===== src/hdl/cbm_pkg.sv =====
`timescale 1ns / 1ps

package cbm_pkg;

    // item kinds carried on the input tuser
    localparam int OP_W = 2;
    localparam logic [OP_W-1:0] OP_MEASURE = 2'd0;
    localparam logic [OP_W-1:0] OP_XRUN    = 2'd1;
    localparam logic [OP_W-1:0] OP_CLEAR   = 2'd2;

    // field widths
    localparam int DATA_W  = 32;
    localparam int LOAD_W  = 20;
    localparam int HEAD_W  = 14;
    localparam int SCALE_W = 14;
    localparam int DIVD_W  = DATA_W + SCALE_W;

    // stream word widths
    localparam int IN_TDATA_W  = 2 * DATA_W;
    localparam int OUT_FIELD_W = 9 * DATA_W + LOAD_W + HEAD_W + 1;
    localparam int OUT_TDATA_W = ((OUT_FIELD_W + 7) / 8) * 8;
    localparam int OUT_PAD_W   = OUT_TDATA_W - OUT_FIELD_W;

    // fixed-point scaling of the load figure
    localparam logic [SCALE_W-1:0] FULL_SCALE = 14'd10000;
    localparam logic [LOAD_W-1:0]  LOAD_SAT   = 20'd1000000;

    localparam logic [DATA_W-1:0] DEADLINE_RST = 32'd1;
    localparam int COUNTER_BITS_DEF = 32;

    // request to the serial divider
    typedef struct packed {
        logic              go;
        logic [DIVD_W-1:0] dividend;
        logic [DATA_W-1:0] divisor;
    } cbm_div_req_t;

    // divider status
    typedef struct packed {
        logic busy;
        logic done;
    } cbm_div_stat_t;

endpackage


===== src/hdl/cbm_div.sv =====
`timescale 1ns / 1ps

// Serial restoring divider for the load figure: quotient saturated at LOAD_SAT.
// One shared 33-bit subtractor does the overflow check and every quotient bit.
module cbm_div
(
    input  logic                            clk,
    input  logic                            rst_n,
    input  cbm_pkg::cbm_div_req_t           req,
    output cbm_pkg::cbm_div_stat_t          stat,
    output logic [cbm_pkg::LOAD_W-1:0]      quotient
);

    localparam int CNT_W = $clog2(cbm_pkg::LOAD_W);
    localparam int W     = cbm_pkg::DATA_W;

    localparam logic [1:0] DV_IDLE  = 2'd0;
    localparam logic [1:0] DV_CHECK = 2'd1;
    localparam logic [1:0] DV_RUN   = 2'd2;
    localparam logic [1:0] DV_DONE  = 2'd3;

    logic [1:0]                  state_reg, state_next;
    logic [W-1:0]                rem_reg, rem_next;
    logic [cbm_pkg::LOAD_W-1:0]  lq_reg, lq_next;
    logic [W-1:0]                divisor_reg, divisor_next;
    logic [CNT_W-1:0]            cnt_reg, cnt_next;
    logic                        sat_reg, sat_next;

    logic [W:0]   op_a;
    logic [W+1:0] diff;
    logic         ge;

    // shared subtractor: high part against divisor, then one bit a cycle
    always_comb
    begin
        if (state_reg == DV_CHECK)
        begin
            op_a = {1'b0, rem_reg};
        end
        else
        begin
            op_a = {rem_reg, lq_reg[cbm_pkg::LOAD_W-1]};
        end
        diff = {1'b0, op_a} - {2'b00, divisor_reg};
        ge   = ~diff[W+1];
    end

    // sequencer
    always_comb
    begin
        state_next   = state_reg;
        rem_next     = rem_reg;
        lq_next      = lq_reg;
        divisor_next = divisor_reg;
        cnt_next     = cnt_reg;
        sat_next     = sat_reg;
        unique case (state_reg)
            DV_IDLE:
            begin
                if (req.go)
                begin
                    rem_next     = W'(req.dividend[cbm_pkg::DIVD_W-1:cbm_pkg::LOAD_W]);
                    lq_next      = req.dividend[cbm_pkg::LOAD_W-1:0];
                    divisor_next = req.divisor;
                    sat_next     = 1'b0;
                    state_next   = DV_CHECK;
                end
            end
            DV_CHECK:
            begin
                // quotient would need more than LOAD_W bits (or divisor is zero)
                if (ge)
                begin
                    sat_next   = 1'b1;
                    state_next = DV_DONE;
                end
                else
                begin
                    cnt_next   = CNT_W'(cbm_pkg::LOAD_W - 1);
                    state_next = DV_RUN;
                end
            end
            DV_RUN:
            begin
                rem_next = ge ? diff[W-1:0] : op_a[W-1:0];
                lq_next  = {lq_reg[cbm_pkg::LOAD_W-2:0], ge};
                if (cnt_reg == '0)
                begin
                    state_next = DV_DONE;
                end
                else
                begin
                    cnt_next = cnt_reg - CNT_W'(1);
                end
            end
            DV_DONE:
            begin
                state_next = DV_IDLE;
            end
            default:
            begin
                state_next = DV_IDLE;
            end
        endcase
    end

    always_ff @(posedge clk or negedge rst_n)
    begin
        if (!rst_n)
        begin
            state_reg <= DV_IDLE;
        end
        else
        begin
            state_reg <= state_next;
        end
    end

    // datapath registers
    always_ff @(posedge clk)
    begin
        rem_reg     <= rem_next;
        lq_reg      <= lq_next;
        divisor_reg <= divisor_next;
        cnt_reg     <= cnt_next;
        sat_reg     <= sat_next;
    end

    assign stat.busy = (state_reg != DV_IDLE);
    assign stat.done = (state_reg == DV_DONE);
    assign quotient  = (sat_reg || (lq_reg > cbm_pkg::LOAD_SAT)) ? cbm_pkg::LOAD_SAT : lq_reg;

endmodule


===== src/hdl/cycle_budget_monitor.sv =====
`timescale 1ns / 1ps
// A measure word steps through S_MUL, S_GO and S_DIV to S_DONE; the serial divider gives
// one quotient bit a cycle over 20 bits, and skips those steps when the load saturates.
// Xrun, clear and unused words go from acceptance straight to S_DONE.
// Throughput: one word at a time; the next is taken once the result sits in the output
// register. Reset (rst_n, async, low) clears statistics, sets deadline to 1, on_time to 1.

module cycle_budget_monitor
#(
    parameter int COUNTER_BITS = cbm_pkg::COUNTER_BITS_DEF
)
(
    input  logic                               clk,
    input  logic                               rst_n,
    // configuration: cycle budget per block
    input  logic                               cfg_valid,
    output logic                               cfg_ready,
    input  logic [cbm_pkg::DATA_W-1:0]         cfg_data,
    // input stream
    input  logic                               s_axis_tvalid,
    output logic                               s_axis_tready,
    // tdata: start_count[31:0], end_count[63:32]
    input  logic [cbm_pkg::IN_TDATA_W-1:0]     s_axis_tdata,
    // tuser: operation[1:0]
    input  logic [cbm_pkg::OP_W-1:0]           s_axis_tuser,
    // output stream
    output logic                               m_axis_tvalid,
    input  logic                               m_axis_tready,
    // tdata: elapsed_cycles, peak_cycles, least_cycles, average_cycles, total_cycles,
    // measure_count, overrun_count, xrun_count, slack (32 each), load_hundredths (20),
    // headroom_hundredths (14), on_time (1), zero pad to whole bytes
    output logic [cbm_pkg::OUT_TDATA_W-1:0]    m_axis_tdata
);

    localparam int W  = cbm_pkg::DATA_W;
    localparam int EW = (COUNTER_BITS >= W) ? W : COUNTER_BITS;

    localparam logic [2:0] S_IDLE = 3'd0;
    localparam logic [2:0] S_MUL  = 3'd1;
    localparam logic [2:0] S_GO   = 3'd2;
    localparam logic [2:0] S_DIV  = 3'd3;
    localparam logic [2:0] S_DONE = 3'd4;

    logic [2:0]                       state_reg, state_next;
    logic [W-1:0]                     deadline_reg, deadline_next;
    logic [W-1:0]                     peak_reg, peak_next;
    logic [W-1:0]                     least_reg, least_next;
    logic [W-1:0]                     avg_reg, avg_next;
    logic [W-1:0]                     total_reg, total_next;
    logic [W-1:0]                     count_reg, count_next;
    logic [W-1:0]                     overrun_reg, overrun_next;
    logic [W-1:0]                     xrun_reg, xrun_next;
    logic [W-1:0]                     elapsed_reg, elapsed_next;
    logic [cbm_pkg::LOAD_W-1:0]       load_reg, load_next;
    logic                             on_time_reg, on_time_next;
    logic [cbm_pkg::DIVD_W-1:0]       product_reg, product_next;
    logic                             out_valid_reg, out_valid_next;
    logic [cbm_pkg::OUT_TDATA_W-1:0]  out_data_reg, out_data_next;

    logic                             in_take;
    logic                             out_load;
    logic [cbm_pkg::OP_W-1:0]         op;
    logic [EW-1:0]                    e_narrow;
    logic [W-1:0]                     e;
    logic [W-1:0]                     d;
    logic [W-1:0]                     slack_val;
    logic [cbm_pkg::HEAD_W-1:0]       headroom;

    cbm_pkg::cbm_div_req_t            div_req;
    cbm_pkg::cbm_div_stat_t           div_stat;
    logic [cbm_pkg::LOAD_W-1:0]       div_q;

    // a pending budget write goes first, so a word never meets a budget change
    assign s_axis_tready = (state_reg == S_IDLE) && !cfg_valid;
    assign cfg_ready     = (state_reg == S_IDLE);
    assign in_take       = s_axis_tvalid & s_axis_tready;
    assign out_load      = (state_reg == S_DONE) && (!out_valid_reg || m_axis_tready);
    assign op            = s_axis_tuser;

    // elapsed time, wrapping at the counter width
    always_comb
    begin
        e_narrow = s_axis_tdata[W +: EW] - s_axis_tdata[0 +: EW];
        e        = W'(e_narrow);
        d        = e - avg_reg;
    end

    // serial divider for the load figure
    assign div_req.go       = (state_reg == S_GO);
    assign div_req.dividend = product_reg;
    assign div_req.divisor  = deadline_reg;

    cbm_div u_div
    (
        .clk      (clk),
        .rst_n    (rst_n),
        .req      (div_req),
        .stat     (div_stat),
        .quotient (div_q)
    );

    // sequencer and statistics update
    always_comb
    begin
        state_next    = state_reg;
        deadline_next = deadline_reg;
        peak_next     = peak_reg;
        least_next    = least_reg;
        avg_next      = avg_reg;
        total_next    = total_reg;
        count_next    = count_reg;
        overrun_next  = overrun_reg;
        xrun_next     = xrun_reg;
        elapsed_next  = elapsed_reg;
        load_next     = load_reg;
        on_time_next  = on_time_reg;
        product_next  = product_reg;

        if (cfg_valid && cfg_ready)
        begin
            deadline_next = cfg_data;
        end

        unique case (state_reg)
            S_IDLE:
            begin
                if (in_take)
                begin
                    state_next = S_DONE;
                    unique case (op)
                        cbm_pkg::OP_MEASURE:
                        begin
                            total_next   = total_reg + e;
                            count_next   = count_reg + W'(1);
                            peak_next    = (e > peak_reg) ? e : peak_reg;
                            least_next   = (e < least_reg) ? e : least_reg;
                            avg_next     = avg_reg + W'($signed(d) >>> 4);
                            elapsed_next = e;
                            if (e > deadline_reg)
                            begin
                                overrun_next = overrun_reg + W'(1);
                                xrun_next    = xrun_reg + W'(1);
                                on_time_next = 1'b0;
                            end
                            else
                            begin
                                on_time_next = 1'b1;
                            end
                            state_next = S_MUL;
                        end
                        cbm_pkg::OP_XRUN:
                        begin
                            xrun_next    = xrun_reg + W'(1);
                            on_time_next = 1'b0;
                        end
                        cbm_pkg::OP_CLEAR:
                        begin
                            peak_next    = '0;
                            least_next   = '1;
                            avg_next     = '0;
                            total_next   = '0;
                            count_next   = '0;
                            overrun_next = '0;
                            xrun_next    = '0;
                            on_time_next = 1'b1;
                        end
                        default:
                        begin
                            // unused code: state unchanged, result still given
                        end
                    endcase
                end
            end
            S_MUL:
            begin
                product_next = cbm_pkg::DIVD_W'(elapsed_reg)
                             * cbm_pkg::DIVD_W'(cbm_pkg::FULL_SCALE);
                state_next   = S_GO;
            end
            S_GO:
            begin
                state_next = S_DIV;
            end
            S_DIV:
            begin
                if (div_stat.done)
                begin
                    load_next  = div_q;
                    state_next = S_DONE;
                end
            end
            S_DONE:
            begin
                if (out_load)
                begin
                    state_next = S_IDLE;
                end
            end
            default:
            begin
                state_next = S_IDLE;
            end
        endcase
    end

    // result word
    always_comb
    begin
        slack_val = deadline_reg - elapsed_reg;
        if (load_reg >= cbm_pkg::LOAD_W'(cbm_pkg::FULL_SCALE))
        begin
            headroom = '0;
        end
        else
        begin
            headroom = cbm_pkg::FULL_SCALE - load_reg[cbm_pkg::HEAD_W-1:0];
        end
        out_data_next = {{cbm_pkg::OUT_PAD_W{1'b0}}, on_time_reg, headroom, load_reg,
                         slack_val, xrun_reg, overrun_reg, count_reg, total_reg,
                         avg_reg, least_reg, peak_reg, elapsed_reg};
        out_valid_next = out_load | (out_valid_reg & ~m_axis_tready);
    end

    always_ff @(posedge clk or negedge rst_n)
    begin
        if (!rst_n)
        begin
            state_reg     <= S_IDLE;
            deadline_reg  <= cbm_pkg::DEADLINE_RST;
            peak_reg      <= '0;
            least_reg     <= '1;
            avg_reg       <= '0;
            total_reg     <= '0;
            count_reg     <= '0;
            overrun_reg   <= '0;
            xrun_reg      <= '0;
            elapsed_reg   <= '0;
            load_reg      <= '0;
            on_time_reg   <= 1'b1;
            out_valid_reg <= 1'b0;
        end
        else
        begin
            state_reg     <= state_next;
            deadline_reg  <= deadline_next;
            peak_reg      <= peak_next;
            least_reg     <= least_next;
            avg_reg       <= avg_next;
            total_reg     <= total_next;
            count_reg     <= count_next;
            overrun_reg   <= overrun_next;
            xrun_reg      <= xrun_next;
            elapsed_reg   <= elapsed_next;
            load_reg      <= load_next;
            on_time_reg   <= on_time_next;
            out_valid_reg <= out_valid_next;
        end
    end

    // payload registers
    always_ff @(posedge clk)
    begin
        product_reg <= product_next;
        if (out_load)
        begin
            out_data_reg <= out_data_next;
        end
    end

    assign m_axis_tvalid = out_valid_reg;
    assign m_axis_tdata  = out_data_reg;

`ifndef ASSERT_OFF
    // one word in flight: no second accept straight after the first
    a_one_in_flight: assert property (@(posedge clk) disable iff (!rst_n)
        s_axis_tvalid && s_axis_tready |=> !s_axis_tready)
        else $error("input accepted while a word is in flight");

    // divider only finishes while the sequencer waits for it
    a_div_done_in_div: assert property (@(posedge clk) disable iff (!rst_n)
        div_stat.done |-> (state_reg == S_DIV))
        else $error("divider done outside the divide step");

    // divider is only started when it is free
    a_div_go_idle: assert property (@(posedge clk) disable iff (!rst_n)
        div_req.go |-> !div_stat.busy)
        else $error("divider started while busy");

    // once something is measured the least never exceeds the peak
    a_least_le_peak: assert property (@(posedge clk) disable iff (!rst_n)
        (count_reg != '0) |-> (least_reg <= peak_reg))
        else $error("least above peak");

    // load stays within saturation
    a_load_sat: assert property (@(posedge clk) disable iff (!rst_n)
        load_reg <= cbm_pkg::LOAD_SAT)
        else $error("load above saturation");
`endif

endmodule

===== config.mk =====
export PLATFORM = sky130hd
export DESIGN_NAME = cycle_budget_monitor
export DESIGN_NICKNAME = d
export VERILOG_FILES = /design/src/hdl/cbm_pkg.sv /design/src/hdl/cbm_div.sv /design/src/hdl/cycle_budget_monitor.sv
export SDC_FILE = /design/constraint.sdc
export NUM_CORES = 2
export LEC_CHECK = 0
export BUFFER_PORTS_ARGS = -buffer_cell sky130_fd_sc_hd__buf_2
export CORE_MARGIN = 1
export CORE_UTILIZATION = 55
export DETAILED_ROUTE_END_ITERATION = 8
export PLACE_DENSITY_LB_ADDON = 0.05
export SETUP_SLACK_MARGIN = 0.05
export SLEW_MARGIN = 15
export SYNTH_ARGS = -nofsm -noshare
export SYNTH_HDL_FRONTEND = slang
export SYNTH_SLANG_ARGS = --single-unit

===== constraint.sdc =====
create_clock -name clk -period 12.18 [get_ports clk]
set_input_delay 0.609 -clock clk [delete_from_list [all_inputs] [get_ports clk]]
set_output_delay 0.609 -clock clk [all_outputs]
set_load 0.005 [all_outputs]

# Word-level counts from Yosys, hierarchy flattened
# Cells that the tools add are included.
# W data, S select, Z words.
# op_classes
addsub	11
n_mul	1
div_mod_pow	0
order_cmp	5
n_eq_ne	20
shifts	0
n_mux	35
bitwise_logic	5
reduce_logical	30
# op_table
operator	count
$pmux W32 S2	7
$mux W32	6
$add A32 B1 Y32 const B	3
$pmux W32 S3	1
$sub A32 B32 Y32	3
$add A32 B32 Y32	2
$gt A32 B32 Y1	2
$mul A32 B10 Y42 const B	1
$mux W20	2
$pmux W20 S2	1
$sub A33 B32 Y34	1
$mux W33	1
$lt A32 B32 Y1	1
$ge A20 B14 Y1 const B	1
$gt A20 B20 Y1 const B	1
$reduce_and A3 Y1	6
$ne A2 B2 Y1 const B	8
$reduce_and A4 Y1	4
$pmux W3 S5	1
$sub A14 B14 Y14 const A	1
$mux W3	4
$mux W5	2
$pmux W5 S2	1
$pmux W2 S4	1
23 further kinds	46
# word_totals
ff_bits	770
latchBits	0
ram_bits	0
romBits	0
output_inout_bits	331
wordCells	129
mem_count	0

# Longest topological paths before layout
# depth
ltp_word	5
mapped_depth	35

# Cells and area by module
# A second synthesis with hierarchy kept.
# unflattened
cells_unflattened	4203
area_unflattened_um2	45243.4
# modules_own_cells
module	instances	cells_per_inst	area_per_inst_um2	seq_area_each_um2
cycle_budget_monitor	1	3607	38863.5	18835.6
cbm_div	1	596	6379.9	2752.6

# Worst setup path before layout
# No wires, ideal clock.
# synth_timing
kind	input to register
start	in m_axis_tready
end	reg out_data_reg (netlist bit m_axis_tdata[0]) (enable)
setup_time_ps	728
t_arrival_ps	8116
t_required_ps	11452
slack_ps	3335
path_stages	2
path_buffers	0
path_cell_list	nand2b_1 and3_1
# synth_between
elab_chain_cells	2
# synth_lines
element	line_no	source
start: declaration	cycle_budget_monitor.sv:28	input logic m_axis_tready,
$logic_or A1 B1 Y1	cycle_budget_monitor.sv:77	assign out_load = (state_reg == S_DONE) && (!out_valid_reg || m_axis_tready);
$logic_and A1 B1 Y1	cycle_budget_monitor.sv:77	
via out_load	cycle_budget_monitor.sv:61	logic out_load;
end signal: assignment	cycle_budget_monitor.sv:266	out_data_reg <= out_data_next;
end: declaration	cycle_budget_monitor.sv:58	logic [cbm_pkg::OUT_TDATA_W-1:0] out_data_reg, out_data_next;
# The timed path passes the listed nets, and every way through them passes these cells.
# A chain may end at the register's enable or synchronous reset.

# Worst setup path in the final report
# layout_timing
start	in s_axis_tdata[0] in the netlist's numbering
end	reg avg_reg[31]
# layout_between
elab_chain_cells	4
# layout_lines
element	line_no	source
start: declaration	cycle_budget_monitor.sv:23	input logic [cbm_pkg::IN_TDATA_W-1:0] s_axis_tdata,
$sub A32 B32 Y32	cycle_budget_monitor.sv:83	e_narrow = s_axis_tdata[W +: EW] - s_axis_tdata[0 +: EW];
via e[8]	cycle_budget_monitor.sv:64	logic [W-1:0] e;
$sub A32 B32 Y32	cycle_budget_monitor.sv:85	d = e - avg_reg;
$add A32 B32 Y32	cycle_budget_monitor.sv:137	avg_next = avg_reg + W'($signed(d) >>> 4);
$pmux W32 S2	cycle_budget_monitor.sv:130	unique case (op)
end signal: assignment	cycle_budget_monitor.sv:248	avg_reg <= avg_next;
end: declaration	cycle_budget_monitor.sv:48	logic [W-1:0] avg_reg, avg_next;
# The timed path passes the listed nets, and every way through them passes these cells.

==> metrics.md <==
| Metric | Value |
|---|---|
| # fillers | `6595` |
| Async set or reset register ratio after synthesis | `0.4091` |
| # IOs | `434` |
| Most common cell type on the critical path | `a21o_1` |
| Setup crit start | `s_axis_tdata[0]` |
| Seq/Total Area, Yosys | `0.4821` |
| GRT Overall Usage | `0.2798` |
| Fmax | `142.1 MHz` |
| Clk slew on worst S/H paths | `0.06 ns` |
| Worst Reg-to-Reg Cells | `21` |
| Routed Antenna Nets | `0` |
| 1st-iter DRT viols | `2038` |
| Post-layout minimum cycle time | `7.037 ns` |
| RSZ-0062 raised after global routing | `false` |
| Initial Utilization | `0.5559` |
| Layout area overhead | `14.70%` |
| Fin. Hold Viols | `0` |
| # Max-Cap Violations | `0` |
| Crit-path leading delay family | `compound AO/OA/AOI/OAI gates` |
| First-pass GRT wire length | `178.0 mm` |
| Post-Route WL | `115.4 mm` |
| Critical path depth | `35` |
| CP bufs+invs | `2` |
| Floorplan core area | `80550 um2` |
| CTS tree | `yes` |
| Synth Cell Area | `44780 um2` |
| Commonest non-fill, non-tap cell in the layout | `inv_1` |
| CP Class | `in2reg` |
| HP Class | `in2reg` |
| Gate Count Post-Synth | `4135` |
| CP Data Arrival Time | `7.55 ns` |
| # clock sinks | `770` |
| Top_reg_cell synth | `edfxtp_1` |
| Final net count | `5220` |
| Die X | `287.3 um` |
| Number of distinct library cells after synthesis | `90` |
| Reg2reg end | `product_reg[45]` |
| Number of synthesized flops with an enable pin | `455` |
| Cts bufs inserted | `85` |
| Required time of the critical path | `12.69 ns` |
| Routed WL per cell | `20.05 um` |
| Congestion Overflow GR | `0` |
| Max FO, Critical Path | `8` |
| Element type at the critical path end | `flip-flop` |
| Worst-margin pin slew | `1.001 ns` |
| Residual DRC | `0` |
| R2R setup slack | `5.99 ns` |
| Met2 usage | `0.4640` |
| GR Layer Usage met1 | `0.3833` |
| Num rows | `104` |
| DIE AREA | `82560 um2` |
| Fin Setup TNS | `0 ns` |
| Total number of vias | `32270` |
| Warnings, synthesis | `0` |
| Clock Tree Buf Depth | `3` |
| Met3 GRT Util | `0.03254` |
| Placer Congestion | `0.9100` |
| Worst-Skew Late Latency | `0.64 ns` |
| Reg2reg start | `elapsed_reg[7]` |
| Setup crit end | `avg_reg[31]` |
| Number of flip-flops in the largest register | `323` |
| Vias/cell | `5.606` |
| Clock skew | `0.01636 ns` |
| Synthesized area per cell | `10.83 um2` |
| H-tree levels | `3` |
| Busiest layer in global routing | `met2` |
| Root Buffer | `clkbuf_16` |
| Max-slew violations | `0` |
| Die H | `287.3 um` |
| Most frequent cells in the layout | `558 x inv_1, 455 x edfxtp_1, 427 x buf_2, 412 x ha_1, 306 x nor2_1` |
| Final design utilization | `0.6376` |
| Seq cells post-synth | `770` |
| Slew Limit Headroom | `0.3324` |
| Setup violations, final | `0` |
| Status | `complete, no violations` |
| Layout cells sized above 1 | `0.1614` |
| Vias in the first global route | `31540` |
| Crit-path slowest cell | `nor4_1` |
| Total iterations of the first detailed-routing run | `5` |
| DP HPWL | `86.79 mm` |
| Largest net degree at the start of global routing | `154` |
| Initial antenna violation count | `11` |
| Worst setup SP type | `input pin` |
| Port-buffer cells | `428` |
| Critical Path Max Stage Delay | `0.43 ns` |
| Final Cycle Share | `0.5778` |
[cell type report]
class                           instances  area, um2  area share
Antenna cell                            7      17.52   0.0003411
Clock buffer                          111       2327     0.04531
Clock inverter                         49      600.6     0.01169
Inverter                              559       2098     0.04085
Multi-Input combinational cell       2714      20780      0.4046
Sequential cell                       770      21590      0.4203
Tap cell                             1060       1326     0.02582
Timing Repair Buffer                  486       2623     0.05106
[cell families (layout without fill, tap and decap cells)]
| kind of cell | after synthesis | in the layout | share of synthesized area |
|---|---|---|---|
| AOI/OAI and AO/OA | 911 | 911 | 0.1355 |
| and+or+nand+nor | 953 | 953 | 0.1006 |
| other | 1 | 12 | 0.00008375 |
| adders and majority gates | 501 | 501 | 0.1547 |
| DFF | 770 | 770 | 0.4821 |
| buffers and inverters | 655 | 1205 | 0.05577 |
| muxes | 83 | 83 | 0.02017 |
| xor gates and xnor gates | 261 | 261 | 0.05105 |
[layer usage]
layer	vias to the layer above	wire, um
met5	-	13
met4	2	3248
met3	161	5897
met2	821	55670
met1	15730	50600
li1	15550	-
[cells in the mapped netlist (all sizes together) (67+ instances only)]
library cell,number,area [um2]
nor3,67,335.3
o21ai,206,1031
dfrtp,281,7032
ha,413,5167
fa,88,1762
a21oi,219,1104
edfxtp,455,13660
nor2,309,1160
inv,558,2095
xnor2,167,1463
xor2,94,823.3
clkbuf,73,274.0
nand2,240,900.9
a21o,138,1036
[per-stage QoR]
stage | hold slack [ns] | std cells | worst slack, ns | instance area, um2
2_1_floorplan | 0.3134 | 4139 | 3.335 | 44790
3_3_place_gp | 0.4558 | 5587 | 4.808 | 48390
3_5_place_dp | 0.4580 | 5587 | 4.659 | 48390
4_1_cts | 0.1469 | 5748 | 5.332 | 51330
5_1_grt | 0.1687 | 5756 | 4.672 | 51360
6_report | 0.1805 | 5756 | 5.143 | 51360
[worst min-delay path by stage]
stage / start / endpoint / slack [ns] / cells past startpoint
floorplan: rst_n / avg_reg[0] / 0.31 / 0
global route: cfg_data[25] / deadline_reg[25] / 0.17 / 3
detailed placement: xrun_reg[31] / m_axis_tdata[255] / 0.46 / 0
CTS: cfg_data[23] / deadline_reg[23] / 0.15 / 3
global placement: count_reg[31] / m_axis_tdata[191] / 0.46 / 0
finish: cfg_data[23] / deadline_reg[23] / 0.18 / 3
[worst reg2reg max path: stages, from the launching register on]
cell,delay [ns]
dfrtp_1,0.63
fa_1,0.50
ha_1,0.29
inv_1,0.05
fa_1,0.53
inv_1,0.04
ha_1,0.28
inv_1,0.05
fa_1,0.50
inv_1,0.04
ha_1,0.36
a21o_1,0.20
a21o_1,0.17
a21o_1,0.17
a21oi_1,0.21
a31oi_1,0.25
a211oi_2,0.46
o221ai_1,0.31
o41ai_2,0.43
o2111ai_1,0.20
a21oi_1,0.21
xnor2_1,0.08
[repair_timing]
item	4_1_cts	5_1_grt
resized for setup	0	0
hold buffers	1	0
setup buffers	0	0
hold endpoints to repair	10	0
Power is not shown: default switching activity piles up to over one toggle a cycle in this logic, so the estimate is an artifact.
